[src/hdl/clsr_pkg.sv]
// ============================================================================
// clsr_pkg
// Shared constants and command types for the combined LCG shuffle generator.
// ============================================================================
package clsr_pkg;

    // Operation codes carried by the op field.
    localparam logic OP_DRAW = 1'b0;
    localparam logic OP_SEED = 1'b1;

    // Generator moduli and multipliers.
    localparam logic [30:0] MOD1 = 31'd2147483563;
    localparam logic [30:0] MOD2 = 31'd2147483399;
    localparam logic [15:0] MUL1 = 16'd40014;
    localparam logic [15:0] MUL2 = 16'd40692;

    // 2^31 mod each modulus, used to fold the high part of a product.
    localparam logic [7:0] FOLD1 = 8'd85;
    localparam logic [7:0] FOLD2 = 8'd249;

    localparam logic [30:0] SEED2_RESET = 31'd123456789;
    localparam logic [30:0] SPAN        = 31'd2147483562;

    // Commands from the controller to the datapath.
    typedef struct packed {
        logic load_seed;  // capture the seed into the first generator
        logic warm_init;  // load the seed magnitude into both generators
        logic step1;      // advance the first generator
        logic step2;      // advance the second generator
        logic warm_wr;    // write the stepped first generator into the table
        logic warm_last;  // last warm-up step: also set the last output
        logic draw_done;  // finish a draw: swap table entry, load result
    } t_dp_cmd;

endpackage

[src/hdl/clsr_ctrl.sv]
// ============================================================================
// clsr_ctrl
// Sequencer for seed loads, the warm-up loop and the draw.
// ============================================================================
module clsr_ctrl #(
    parameter int TABLE_DEPTH = 32
) (
    input  logic                           i_clk,
    input  logic                           i_rst_n,
    input  logic                           i_in_valid,
    output logic                           o_in_stall,
    input  logic                           i_op,
    input  logic                           i_out_stall,
    output logic                           o_out_valid,
    input  logic                           i_first_nonpos,
    output clsr_pkg::t_dp_cmd              o_cmd,
    output logic [$clog2(TABLE_DEPTH)-1:0] o_wr_idx
);

    localparam int IDX_W = $clog2(TABLE_DEPTH);
    localparam int CNT_W = $clog2(TABLE_DEPTH + 8);

    typedef enum logic [2:0] {
        S_IDLE,
        S_WLOAD,
        S_WMUL,
        S_WRED,
        S_DMUL,
        S_DRED,
        S_DREAD,
        S_DOUT
    } t_state;

    t_state             r_state;
    logic [CNT_W-1:0]   r_cnt;
    logic               r_out_valid;
    logic               in_accept;
    logic               out_free;

    assign in_accept   = i_in_valid && (r_state == S_IDLE);
    assign out_free    = !r_out_valid || !i_out_stall;
    assign o_in_stall  = (r_state != S_IDLE);
    assign o_out_valid = r_out_valid;
    assign o_wr_idx    = r_cnt[IDX_W-1:0];

    always_comb begin
        o_cmd = '0;
        unique case (r_state)
            S_IDLE: begin
                o_cmd.load_seed = in_accept && (i_op == clsr_pkg::OP_SEED);
            end
            S_WLOAD: begin
                o_cmd.warm_init = 1'b1;
            end
            S_WRED: begin
                o_cmd.step1     = 1'b1;
                o_cmd.warm_wr   = (r_cnt < CNT_W'(TABLE_DEPTH));
                o_cmd.warm_last = (r_cnt == '0);
            end
            S_DRED: begin
                o_cmd.step1 = 1'b1;
                o_cmd.step2 = 1'b1;
            end
            S_DOUT: begin
                o_cmd.draw_done = out_free;
            end
            default: begin
                o_cmd = '0;
            end
        endcase
    end

    always_ff @(posedge i_clk) begin
        if (!i_rst_n) begin
            r_state     <= S_IDLE;
            r_cnt       <= '0;
            r_out_valid <= 1'b0;
        end else begin
            if (r_out_valid && !i_out_stall) begin
                r_out_valid <= 1'b0;
            end
            unique case (r_state)
                S_IDLE: begin
                    if (in_accept && (i_op == clsr_pkg::OP_DRAW)) begin
                        // Products for the draw are already captured at this edge.
                        r_state <= i_first_nonpos ? S_WLOAD : S_DRED;
                    end
                end
                S_WLOAD: begin
                    r_cnt   <= CNT_W'(TABLE_DEPTH + 7);
                    r_state <= S_WMUL;
                end
                S_WMUL: begin
                    r_state <= S_WRED;
                end
                S_WRED: begin
                    if (r_cnt == '0) begin
                        r_state <= S_DMUL;
                    end else begin
                        r_cnt   <= r_cnt - CNT_W'(1);
                        r_state <= S_WMUL;
                    end
                end
                S_DMUL: begin
                    r_state <= S_DRED;
                end
                S_DRED: begin
                    r_state <= S_DREAD;
                end
                S_DREAD: begin
                    r_state <= S_DOUT;
                end
                S_DOUT: begin
                    if (out_free) begin
                        r_out_valid <= 1'b1;
                        r_state     <= S_IDLE;
                    end
                end
                default: begin
                    r_state <= S_IDLE;
                end
            endcase
        end
    end

endmodule

[src/hdl/clsr_datapath.sv]
// ============================================================================
// clsr_datapath
// Generator registers, modular multiply units, slot divider and shuffle table.
// ============================================================================
module clsr_datapath #(
    parameter int TABLE_DEPTH = 32
) (
    input  logic                           i_clk,
    input  logic                           i_rst_n,
    input  clsr_pkg::t_dp_cmd              i_cmd,
    input  logic [$clog2(TABLE_DEPTH)-1:0] i_wr_idx,
    input  logic signed [31:0]             i_seed_value,
    output logic                           o_first_nonpos,
    output logic [30:0]                    o_random_value
);

    localparam int IDX_W = $clog2(TABLE_DEPTH);
    localparam int SW    = $clog2(TABLE_DEPTH) + 1;
    localparam int PW    = 31 + SW;
    // Slot divisor and a reciprocal that is at most one low.
    localparam longint SLOT_DIV   = 64'sd1 + longint'(clsr_pkg::SPAN) / TABLE_DEPTH;
    localparam longint SLOT_RECIP = (64'sd1 <<< 31) / SLOT_DIV;

    logic signed [31:0] r_first_gen;
    logic [30:0]        r_second_gen;
    logic [30:0]        r_last;
    logic [46:0]        r_p1;
    logic [46:0]        r_p2;
    logic [SW-1:0]      r_est;
    logic [IDX_W-1:0]   r_slot;
    logic [30:0]        r_rdata;
    logic               r_rd_valid;
    logic [30:0]        r_out_data;
    logic [30:0]        r_mem [TABLE_DEPTH];
    logic               r_valid [TABLE_DEPTH];

    logic [30:0]        red1;
    logic [30:0]        red2;
    logic [30:0]        mag;
    logic [PW-1:0]      est_prod;
    logic [31:0]        slot_rem;
    logic [SW:0]        slot_q;
    logic [IDX_W-1:0]   n_slot;
    logic [30:0]        tbl_val;
    logic signed [32:0] diff;
    logic [30:0]        n_last;
    logic               wr_en;
    logic [IDX_W-1:0]   wr_addr;
    logic [30:0]        wr_data;

    // Reduces a 47-bit product modulo (2^31 - fold); the folded sum stays
    // below twice the modulus, so one conditional subtract finishes it.
    function automatic logic [30:0] mod_fold(input logic [46:0] p,
                                             input logic [7:0]  fold,
                                             input logic [30:0] m);
        logic [31:0] x;
        x = {1'b0, p[30:0]} + (32'(p[46:31]) * 32'(fold));
        if (x >= {1'b0, m}) begin
            x = x - {1'b0, m};
        end
        return x[30:0];
    endfunction

    assign red1 = mod_fold(r_p1, clsr_pkg::FOLD1, clsr_pkg::MOD1);
    assign red2 = mod_fold(r_p2, clsr_pkg::FOLD2, clsr_pkg::MOD2);

    assign o_first_nonpos = (r_first_gen <= 32'sd0);
    assign o_random_value = r_out_data;

    // Seed magnitude, at least one and saturated at the top of 31 bits.
    always_comb begin
        if (r_first_gen == 32'sd0) begin
            mag = 31'd1;
        end else if (r_first_gen == 32'sh8000_0000) begin
            mag = 31'h7FFF_FFFF;
        end else begin
            mag = 31'(-r_first_gen);
        end
    end

    // Slot search: the reciprocal estimate is corrected by one compare.
    assign est_prod = PW'(r_last) * PW'(SLOT_RECIP);
    always_comb begin
        slot_rem = {1'b0, r_last} - 32'(32'(r_est) * 32'(SLOT_DIV));
        slot_q   = {1'b0, r_est};
        if (slot_rem >= 32'(SLOT_DIV)) begin
            slot_q = slot_q + (SW+1)'(1);
        end
        if (slot_q > (SW+1)'(TABLE_DEPTH - 1)) begin
            n_slot = IDX_W'(TABLE_DEPTH - 1);
        end else begin
            n_slot = slot_q[IDX_W-1:0];
        end
    end

    always_comb begin
        tbl_val = r_rd_valid ? r_rdata : '0;
        diff    = $signed({2'b00, tbl_val}) - $signed({2'b00, r_second_gen});
        if (diff < 33'sd1) begin
            diff = diff + $signed({2'b00, clsr_pkg::SPAN});
        end
        n_last = diff[30:0];
    end

    assign wr_en   = i_cmd.warm_wr || i_cmd.draw_done;
    assign wr_addr = i_cmd.draw_done ? r_slot : i_wr_idx;
    assign wr_data = i_cmd.draw_done ? r_first_gen[30:0] : red1;

    always_ff @(posedge i_clk) begin
        if (!i_rst_n) begin
            r_first_gen  <= '0;
            r_second_gen <= clsr_pkg::SEED2_RESET;
            r_last       <= '0;
        end else begin
            if (i_cmd.load_seed) begin
                r_first_gen <= i_seed_value;
            end else if (i_cmd.warm_init) begin
                r_first_gen <= $signed({1'b0, mag});
            end else if (i_cmd.step1) begin
                r_first_gen <= $signed({1'b0, red1});
            end
            if (i_cmd.warm_init) begin
                r_second_gen <= mag;
            end else if (i_cmd.step2) begin
                r_second_gen <= red2;
            end
            if (i_cmd.warm_last) begin
                r_last <= red1;
            end else if (i_cmd.draw_done) begin
                r_last <= n_last;
            end
        end
    end

    // Products and slot stages run every cycle; the controller picks when
    // their results are used.
    always_ff @(posedge i_clk) begin
        r_p1   <= 47'(clsr_pkg::MUL1) * 47'(r_first_gen[30:0]);
        r_p2   <= 47'(clsr_pkg::MUL2) * 47'(r_second_gen);
        r_est  <= est_prod[PW-1:31];
        r_slot <= n_slot;
        if (i_cmd.draw_done) begin
            r_out_data <= n_last;
        end
    end

    always_ff @(posedge i_clk) begin
        if (wr_en) begin
            r_mem[wr_addr] <= wr_data;
        end
        r_rdata    <= r_mem[r_slot];
        r_rd_valid <= r_valid[r_slot];
    end

    // An entry never written reads as zero.
    always_ff @(posedge i_clk) begin
        if (!i_rst_n) begin
            for (int k = 0; k < TABLE_DEPTH; k++) begin
                r_valid[k] <= 1'b0;
            end
        end else if (wr_en) begin
            r_valid[wr_addr] <= 1'b1;
        end
    end

endmodule

[src/hdl/combined_lcg_shuffle_rng.sv]
// ============================================================================
// combined_lcg_shuffle_rng
// Two combined multiplicative congruential generators behind a shuffle table.
// ============================================================================
// A draw or seed is accepted only while idle; a draw passes S_DRED, S_DREAD
// and S_DOUT, which waits out an output stall, into the output register.
// A seed load gives no result. A draw that finds a nonpositive first
// generator first runs the warm-up, which steps it TABLE_DEPTH + 8 times.
// Reset is synchronous, active low; table entries read as zero until written.
module combined_lcg_shuffle_rng #(
    parameter int TABLE_DEPTH = 32
) (
    input  logic               i_clk,
    input  logic               i_rst_n,
    input  logic               i_in_valid,
    output logic               o_in_stall,
    input  logic               i_op,
    input  logic signed [31:0] i_seed_value,
    output logic               o_out_valid,
    input  logic               i_out_stall,
    output logic [30:0]        o_random_value
);

    clsr_pkg::t_dp_cmd              cmd;
    logic [$clog2(TABLE_DEPTH)-1:0] wr_idx;
    logic                           first_nonpos;

    clsr_ctrl #(
        .TABLE_DEPTH (TABLE_DEPTH)
    ) u_ctrl (
        .i_clk          (i_clk),
        .i_rst_n        (i_rst_n),
        .i_in_valid     (i_in_valid),
        .o_in_stall     (o_in_stall),
        .i_op           (i_op),
        .i_out_stall    (i_out_stall),
        .o_out_valid    (o_out_valid),
        .i_first_nonpos (first_nonpos),
        .o_cmd          (cmd),
        .o_wr_idx       (wr_idx)
    );

    clsr_datapath #(
        .TABLE_DEPTH (TABLE_DEPTH)
    ) u_datapath (
        .i_clk          (i_clk),
        .i_rst_n        (i_rst_n),
        .i_cmd          (cmd),
        .i_wr_idx       (wr_idx),
        .i_seed_value   (i_seed_value),
        .o_first_nonpos (first_nonpos),
        .o_random_value (o_random_value)
    );

endmodule
[config.mk]
export PLATFORM = sky130hd
export DESIGN_NAME = combined_lcg_shuffle_rng
export DESIGN_NICKNAME = d
export VERILOG_FILES = /design/src/hdl/clsr_pkg.sv /design/src/hdl/clsr_ctrl.sv /design/src/hdl/clsr_datapath.sv /design/src/hdl/combined_lcg_shuffle_rng.sv
export SDC_FILE = /design/constraint.sdc
export NUM_CORES = 2
export LEC_CHECK = 0
export BUFFER_PORTS_ARGS = -buffer_cell sky130_fd_sc_hd__buf_2
export CAP_MARGIN = 10
export CORE_ASPECT_RATIO = 0.9
export CORE_MARGIN = 5
export CORE_UTILIZATION = 26
export DETAILED_ROUTE_END_ITERATION = 8
export PLACE_DENSITY_LB_ADDON = 0.15
export SLEW_MARGIN = 20
export SYNTH_ARGS = -nofsm -noshare
export SYNTH_HDL_FRONTEND = slang
export SYNTH_HIERARCHICAL = 1
export SYNTH_SLANG_ARGS = --single-unit
[constraint.sdc]
create_clock -name i_clk -period 7.3 [get_ports i_clk]
set_input_delay 0.73 -clock i_clk [delete_from_list [all_inputs] [get_ports i_clk]]
set_output_delay 0.73 -clock i_clk [all_outputs]
set_load 0.01 [all_outputs]
After elaboration in Yosys (flattened, before gate mapping)
Memories as Yosys holds them, arrays and structs flattened. A register that Yosys moved wholly into a read port is not among the register bits.
Index checks and enable logic that the tools add are counted.

operators by class
  add/sub/neg operators = 10
  multipliers = 5
  magnitude comparators = 7
  equality and inequality tests = 11
  muxes and demuxes = 40
  bitwise operators = 1
  reductions and logical operators = 20

operators with widths
  cell                      number
  $mux W31                  11
  $mux W32                  3
  $ge A32 B31 Y1 const B    2
  $sub A31 B31 Y31 const B  2
  $mul A15 B31 Y46 const A  1
  $mul A14 B31 Y45 const A  1
  $add A31 B23 Y32          1
  $add A31 B24 Y32          1
  $eq A32 B32 Y1 const B    1
  $ge A32 B26 Y1 const B    1
  $le A32 B1 Y1 const B     1
  $logic_not A32 Y1         1
  $lt A32 B2 Y1 const B     1
  $sub A31 B31 Y32          1
  $sub A31 B32 Y32          1
  $add A31 B8 Y31 const B   1
  $neg A31 Y31              1
  $mul A5 B25 Y30 const B   1
  $mul A16 B8 Y24 const B   1
  $pmux W3 S8               1
  $mul A16 B7 Y23 const B   1
  $mux W1                   15
  $eq A3 B3 Y1 const B      4
  $mux W3                   4
  other kinds (24)          36

storage, ports and cells
  flip-flop bits (word level) = 236
  RAM bits = 1,024
  input port bits = 37
  output and inout bits = 33
  logic and storage cells = 107
  memories = 2

memories
  name                depth  width  rd ports  clocked after Yosys merged registers in  wr ports  RTL line             source
  u_datapath.r_mem    32     31     1         1                                        1         clsr_datapath.sv:34  logic [30:0] r_mem [TABLE_DEPTH];
  u_datapath.r_valid  32     1      1         1                                        32        clsr_datapath.sv:35  logic r_valid [TABLE_DEPTH];

Longest topological paths before layout
  depth after elaboration = 9
  depth in mapped cells = 26
  depth with buffers taken out = 26

By module
The synthesis kept the hierarchy.

modules (own cells, without submodules)
  module         times used  cells each  area each (µm²)  sequential area each (µm²)
  clsr_datapath  1           5,761       76,692.3         35,884.4
  clsr_ctrl      1           80          615.6            200.2

Worst setup path after synthesis
Ideal clock, no wire load.

  path kind = reg-to-reg
  from = reg u_datapath.r_p1[35]
  to = mem u_datapath.r_mem[0][24] (data pin)
  library setup time = 0.454 ns
  data arrival time = 6.926 ns
  data required time = 6.846 ns
  slack = -0.080 ns
  stages on the path, launching flop included = 22
  path buffers = 2
  clock period less this slack = 7.380 ns
  cells stage by stage = dfxtp_1 > ha_1 > inv_1 > fa_1 > inv_1 > fa_1 > fa_1 > ha_1 > buf_2 > nand2_1 > o21ai_1 > o22ai_1 > or3_1 > a2111oi_2 > and4_1 > nand4_1 > or4_1 > buf_2 > a21oi_1 > a31oi_1 > or2_2 > o21ai_0

between the ends
  cells in the longest elaborated chain, start to end = 5
  elaborated cells between the ends (all ways) = 6
  classes of those cells = 2 x add/sub; 1 x mul; 1 x order compare; 2 x mux

RTL lines
  item                                                RTL line                                  source
  start, declared                                     clsr_datapath.sv:27                       logic [46:0] r_p1;
  start signal, assigned                              clsr_datapath.sv:138                      r_p1 <= 47'(clsr_pkg::MUL1) * 47'(r_first_gen[30:0]);
  $mul A16 B7 Y23 (*)                                 clsr_datapath.sv:57                       x = {1'b0, p[30:0]} + (32'(p[46:31]) * 32'(fold));
  $add A31 B23 Y32 (*)                                clsr_datapath.sv:57
  $sub A31 B31 Y31 or $ge A32 B31 Y1 (tied branches)  clsr_datapath.sv:59, clsr_datapath.sv:58
  $mux W31 (*)                                        clsr_datapath.sv:58                       if (x >= {1'b0, m}) begin
  $mux W31 (*)                                        clsr_datapath.sv:107                      assign wr_data = i_cmd.draw_done ? r_first_gen[30:0] : red1;
  via u_datapath.wr_data[24]                          clsr_datapath.sv:49                       logic [30:0] wr_data;
  end, declared                                       clsr_datapath.sv:34

The timed path passes the listed nets; every way through them passes the cells marked *.

Worst setup path in the final report
  from = reg u_datapath.r_est[2]
  to = reg u_datapath.r_slot[3]

between the ends
  cells in the longest elaborated chain, start to end = 5
  elaborated cells between the ends (all ways) = 6
  classes of those cells = 2 x add/sub; 1 x mul; 2 x order compare; 1 x mux

RTL lines
  item                    RTL line              source
  start, declared         clsr_datapath.sv:29   logic [SW-1:0] r_est;
  start signal, assigned  clsr_datapath.sv:140  r_est <= est_prod[PW-1:31];
  $mul A5 B25 Y30         clsr_datapath.sv:84   slot_rem = {1'b0, r_last} - 32'(32'(r_est) * 32'(SLOT_DIV));
  $sub A31 B32 Y32        clsr_datapath.sv:84
  $ge A32 B26 Y1          clsr_datapath.sv:86   if (slot_rem >= 32'(SLOT_DIV)) begin
  $mux W7 (*)             clsr_datapath.sv:86
  $gt A7 B5 Y1            clsr_datapath.sv:89   if (slot_q > (SW+1)'(TABLE_DEPTH - 1)) begin
  end signal, assigned    clsr_datapath.sv:141  r_slot <= n_slot;
  end, declared           clsr_datapath.sv:30   logic [IDX_W-1:0] r_slot;

Every way passes the cells marked *; elsewhere a longest branch is shown, timed or not.
A chain may end at the register's enable or synchronous reset.

==> Flow_metrics.wiki <==
{| class="wikitable"
! Metric !! Value
|-
| CTS buffer count || 155
|-
| I/O pin count || 70
|-
| Number of detailed-route iterations in the first pass || 7
|-
| Fin worst setup slack || 0.2749 ns
|-
| CTS sink cnt || 1291
|-
| DRC errors left || 0
|-
| Final Wtd Congestion || 0.8934
|-
| Detailed-route wire length per cell || 25.68 µm
|-
| FFs w/ async S/R, synth || 0%
|-
| Count of hold-fix buffers inserted at cts || 0
|-
| Yosys warning count || 6
|-
| Worst Setup SP || u_datapath/r_est[2]
|-
| Area growth syn-to-layout || 15.78%
|-
| Number of distinct library cells after synthesis || 113
|-
| Die width || 584.8 µm
|-
| Critical path data required time || 8.04 ns
|-
| Count of non-filler cells in the finished layout || 10156
|-
| Sort of element at the start of the critical path || flop
|-
| Reg2Reg Setup Slack || 0.27 ns
|-
| Worst setup path class || reg -> reg
|-
| Destination of the worst register-to-register timing path || u_datapath/r_slot[3]
|-
| Hold Path Origin || i_seed_value[12]
|-
| Data arrival time of the worst path || 7.76 ns
|-
| Setup TNS || 0 ns
|-
| Clock Latency Late Sink || 0.83 ns
|-
| ANT nets after route || 0
|-
| Filler cell count in the final layout || 29812
|-
| Cell count of the worst hold path || 3
|-
| Number of enable flip-flop cells after synthesis || 1023
|-
| Clock tree from TritonCTS || yes
|-
| Final non-filler cell area || 89510 µm²
|-
| Ratio of cells with drive above 1 in the final layout || 16.66%
|-
| Relative slew slack || 9.475%
|-
| Transition time at the pin with the least slew margin || 1.344 ns
|-
| H-tree depth reported by CTS || 4
|-
| Core region area || 296900 µm²
|-
| Cells on worst reg2reg path || 25
|-
| Final Max Tran Viols || 0
|-
| Slowest stage cell, crit path || sky130_fd_sc_hd__fa_2
|-
| Tightest Hold Check Type || in -> reg
|-
| Clock period minus final worst setup slack || 7.025 ns
|-
| Result of the run || complete, no violations
|-
| Count of mapped cells out of synthesis || 5841
|-
| Area of the die || 308400 µm²
|-
| Synthesized Nets || 6905
|-
| Total wire length || 260.8 mm
|-
| Placement row count || 190
|-
| Clk_skew || 0.08282 ns
|-
| Synth Area per Inst || 13.24 µm²
|-
| Number of synthesized register bits || 1291
|-
| Vertical die dimension || 527.3 µm
|-
| Final setup fails || 0
|-
| Antenna violations before repair || 15
|-
| Net count reported at finish || 7151
|-
| Main synth FF type || sky130_fd_sc_hd__edfxtp_1
|-
| Endpoint of the worst hold-timing path || u_datapath/r_first_gen[12]
|-
| Effective utilization at floorplan || 26.04%
|-
| Largest net degree at the start of global routing || 127
|-
| Peak Freq || 142.3 MHz
|-
| Reg-to-reg critical path startpoint || u_datapath/r_est[2]
|-
| Longest individual stage delay on the worst path || 0.67 ns
|-
| Nature of the critical path endpoint || flop
|-
| Crit share post-route || 96.23%
|-
| Overall overflow remaining after global route || 0
|-
| Port Buf Inserts || 69
|-
| Vias in the first global route || 49737
|-
| Clock slew seen by the registers of the worst setup and hold paths || 0.06 ns
|-
| Total routing resource utilization after global routing || 16.48%
|-
| Average via count per standard cell || 4.816
|-
| Cell total after placement || 9854
|-
| Final HPWL from detailed placement || 186.0 mm
|-
| Cell area reported after detailed placement || 83990 µm²
|-
| Post-synthesis sequential area ratio || 46.68%
|-
| Iteration-0 DRC Markers || 3846
|-
| CTS Buffer Depth || 3
|-
| Total via count after detailed routing || 48910
|-
| Master cell of the clock root buffer || sky130_fd_sc_hd__clkbuf_16
|-
| Wire length of the first global-routing pass || 369.4 mm
|-
| Worst Path Buf+Inv || 4
|-
| Hold Violations, Final || 0
|-
| Number of maximum-capacitance violations || 0
|-
| Worst slack at placement || 0.2095 ns
|-
| Area of the mapped netlist || 77310 µm²
|-
| Category of cells accounting for the largest share of critical-path delay || adder cells
|-
| CP Max Fanout || 8
|}
layout by cell type (no fill, tap or decap), types with 18 or more instances in the layout:
| master | count |
|---|---|
| sky130_fd_sc_hd__ha_1 | 562 |
| sky130_fd_sc_hd__buf_2 | 69 |
| sky130_fd_sc_hd__and3_1 | 37 |
| sky130_fd_sc_hd__and2_1 | 51 |
| sky130_fd_sc_hd__nor2_1 | 232 |
| sky130_fd_sc_hd__nand3_1 | 95 |
| sky130_fd_sc_hd__a21o_1 | 89 |
| sky130_fd_sc_hd__o21a_1 | 32 |
| sky130_fd_sc_hd__o21bai_1 | 24 |
| sky130_fd_sc_hd__clkinv_1 | 21 |
| sky130_fd_sc_hd__xnor2_1 | 157 |
| sky130_fd_sc_hd__xor2_1 | 72 |
| sky130_fd_sc_hd__fa_1 | 464 |
| sky130_fd_sc_hd__a31oi_1 | 34 |
| sky130_fd_sc_hd__buf_4 | 181 |
| sky130_fd_sc_hd__mux2_2 | 34 |
| sky130_fd_sc_hd__dfxtp_1 | 261 |
| sky130_fd_sc_hd__inv_1 | 761 |
| sky130_fd_sc_hd__nor3_1 | 90 |
| sky130_fd_sc_hd__o21ai_0 | 223 |
| sky130_fd_sc_hd__edfxtp_1 | 1023 |
| sky130_fd_sc_hd__clkbuf_1 | 34 |
| sky130_fd_sc_hd__a21oi_1 | 203 |
| sky130_fd_sc_hd__nor2_4 | 34 |
| sky130_fd_sc_hd__nand2b_1 | 27 |
| sky130_fd_sc_hd__a211oi_1 | 36 |
| sky130_fd_sc_hd__or3_1 | 20 |
| sky130_fd_sc_hd__nand4_1 | 31 |
| sky130_fd_sc_hd__mux4_2 | 320 |
| sky130_fd_sc_hd__buf_12 | 19 |
| sky130_fd_sc_hd__nor2b_1 | 28 |
| sky130_fd_sc_hd__clkinv_2 | 25 |
| sky130_fd_sc_hd__clkbuf_16 | 155 |
| sky130_fd_sc_hd__nand2_1 | 231 |
| sky130_fd_sc_hd__or2_2 | 18 |
| sky130_fd_sc_hd__nor4_1 | 22 |
| sky130_fd_sc_hd__o211ai_1 | 33 |
flip-flops by register name (all words and copies together), names as in the netlist:
register,count
u_datapath/r_rdata,31
u_datapath/r_est,5
u_ctrl/r_cnt,6
u_datapath/r_rd_valid,1
u_datapath/r_p1,46
u_datapath/r_first_gen,32
u_datapath/r_last,30
u_datapath/o_random_value,31
u_datapath/r_p2,45
u_datapath/r_slot,5
u_datapath/r_second_gen,31
u_datapath/r_mem,992
u_ctrl/r_state,3
u_datapath/r_valid,32
u_ctrl/o_out_valid,1
cell families (layout without fill, tap and decap cells):
group	after synthesis	after routing	synth area share [%]
xor+xnor	237	237	2.704
fa+ha+maj	1027	1027	21.14
compound gates	937	937	7.976
mux	380	386	10.15
other cells	0	3	0
buf+inv	952	1322	4.711
simple gates	1017	1017	6.641
flops	1291	1291	46.68
synth_stat cells, types with 15 or more instances:
cell type                  count  area, µm²
sky130_fd_sc_hd__nor2_1      266      998.5
sky130_fd_sc_hd__buf_1        36      135.1
sky130_fd_sc_hd__xnor2_1     161       1410
sky130_fd_sc_hd__or3_1        20      125.1
sky130_fd_sc_hd__nor3b_1      15      112.6
sky130_fd_sc_hd__fa_1        465       9309
sky130_fd_sc_hd__and2_1       51      319.1
sky130_fd_sc_hd__and4_1       16      140.1
sky130_fd_sc_hd__ha_1        562       7032
sky130_fd_sc_hd__nor2b_1      28      175.2
sky130_fd_sc_hd__xor2_1       74      648.1
sky130_fd_sc_hd__mux2i_1      26      260.3
sky130_fd_sc_hd__clkbuf_1    135      506.7
sky130_fd_sc_hd__nand3_1      95      475.5
sky130_fd_sc_hd__o21a_1       32      240.2
sky130_fd_sc_hd__inv_1       763       2864
sky130_fd_sc_hd__mux2_2       34      382.9
sky130_fd_sc_hd__o21ai_0     239       1196
sky130_fd_sc_hd__a211oi_1     36      270.3
sky130_fd_sc_hd__o21bai_1     24      180.2
sky130_fd_sc_hd__o211a_1      17      170.2
sky130_fd_sc_hd__a31oi_1      38      237.7
sky130_fd_sc_hd__a21oi_1     218       1091
sky130_fd_sc_hd__edfxtp_1   1023      30720
sky130_fd_sc_hd__nand2_1     231      867.1
sky130_fd_sc_hd__mux4_2      320       7207
sky130_fd_sc_hd__o31ai_1      18      135.1
sky130_fd_sc_hd__nand2b_1     27      168.9
sky130_fd_sc_hd__nor3_1       91      455.4
sky130_fd_sc_hd__and3_1       37      231.5
sky130_fd_sc_hd__nor4_1       26      162.7
sky130_fd_sc_hd__a21o_1       89      668.1
sky130_fd_sc_hd__or2_2        18      112.6
sky130_fd_sc_hd__o211ai_1     33      247.7
sky130_fd_sc_hd__dfxtp_1     268       5365
sky130_fd_sc_hd__nand4_1      31      193.9
layout make-up:
class / instances / area (µm²) / share of cell area (%)
antenna: 3 / 7.507 / 0.008387
timing repair buffer: 271 / 2111 / 2.358
clock buffer: 206 / 4240 / 4.737
sequential: 1291 / 36100 / 40.34
tap: 3936 / 4925 / 5.502
multi-input combinational: 3604 / 38340 / 42.84
inverter: 764 / 2868 / 3.204
clock inverter: 81 / 909.6 / 1.016
worst max-delay path by stage:
stage	cells past startpoint	slack, ns	endpoint
floorplan	20	0.17	u_datapath/r_mem[0][14]
global placement	23	0.23	u_datapath/r_slot[0]
detailed placement	20	0.21	u_datapath/r_second_gen[14]
CTS	23	0.20	u_datapath/r_slot[1]
global route	20	-0.06	u_datapath/r_p1[45]
finish	25	0.27	u_datapath/r_slot[3]
stage by stage:
stage | utilization (%) | hold slack (ns)
final | 30.14 | 0.2383
after global routing | 30.14 | 0.1976
after CTS | 30.02 | 0.1467
after detailed placement | 28.29 | 0.4441
after global placement | 28.27 | 0.4435
after floorplan | - | 0.3543
what timing repair did:
item | CTS | global route
endpoints found under the setup margin | 0 | 356
resized for setup | 0 | 28
setup buffers | 0 | 3
worst reg2reg max path, stage by stage (launching register included):
cell                       delay, ns
sky130_fd_sc_hd__dfxtp_1        0.39
sky130_fd_sc_hd__fa_2           0.67
sky130_fd_sc_hd__inv_1          0.07
sky130_fd_sc_hd__fa_1           0.45
sky130_fd_sc_hd__fa_1           0.49
sky130_fd_sc_hd__inv_1          0.04
sky130_fd_sc_hd__ha_1           0.31
sky130_fd_sc_hd__a21oi_1        0.21
sky130_fd_sc_hd__o21ai_0        0.12
sky130_fd_sc_hd__a21o_1         0.24
sky130_fd_sc_hd__a21o_1         0.25
sky130_fd_sc_hd__fa_1           0.54
sky130_fd_sc_hd__inv_1          0.04
sky130_fd_sc_hd__ha_1           0.37
sky130_fd_sc_hd__and4_1         0.18
sky130_fd_sc_hd__o21ai_0        0.13
sky130_fd_sc_hd__a31oi_2        0.23
sky130_fd_sc_hd__or3_1          0.38
sky130_fd_sc_hd__and2_1         0.20
sky130_fd_sc_hd__xnor2_1        0.14
sky130_fd_sc_hd__o311ai_0       0.27
sky130_fd_sc_hd__nor4_2         0.45
sky130_fd_sc_hd__nor4_1         0.10
sky130_fd_sc_hd__buf_4          0.16
sky130_fd_sc_hd__a211oi_1       0.28
sky130_fd_sc_hd__mux2i_1        0.21
routing by layer:
layer | track usage (%) | vias up | share of wire, %
li1 | - | 21838 | -
met1 | 24.51 | 25606 | 48
met2 | 25.06 | 1258 | 44
met3 | 3.362 | 208 | 6.2
met4 | 2.664 | 0 | 1.5
met5 | 0 | - | 0
Power is left out: the tool's default activity adds up to more than one toggle a clock period on the data nets, which glitch-free logic cannot reach.
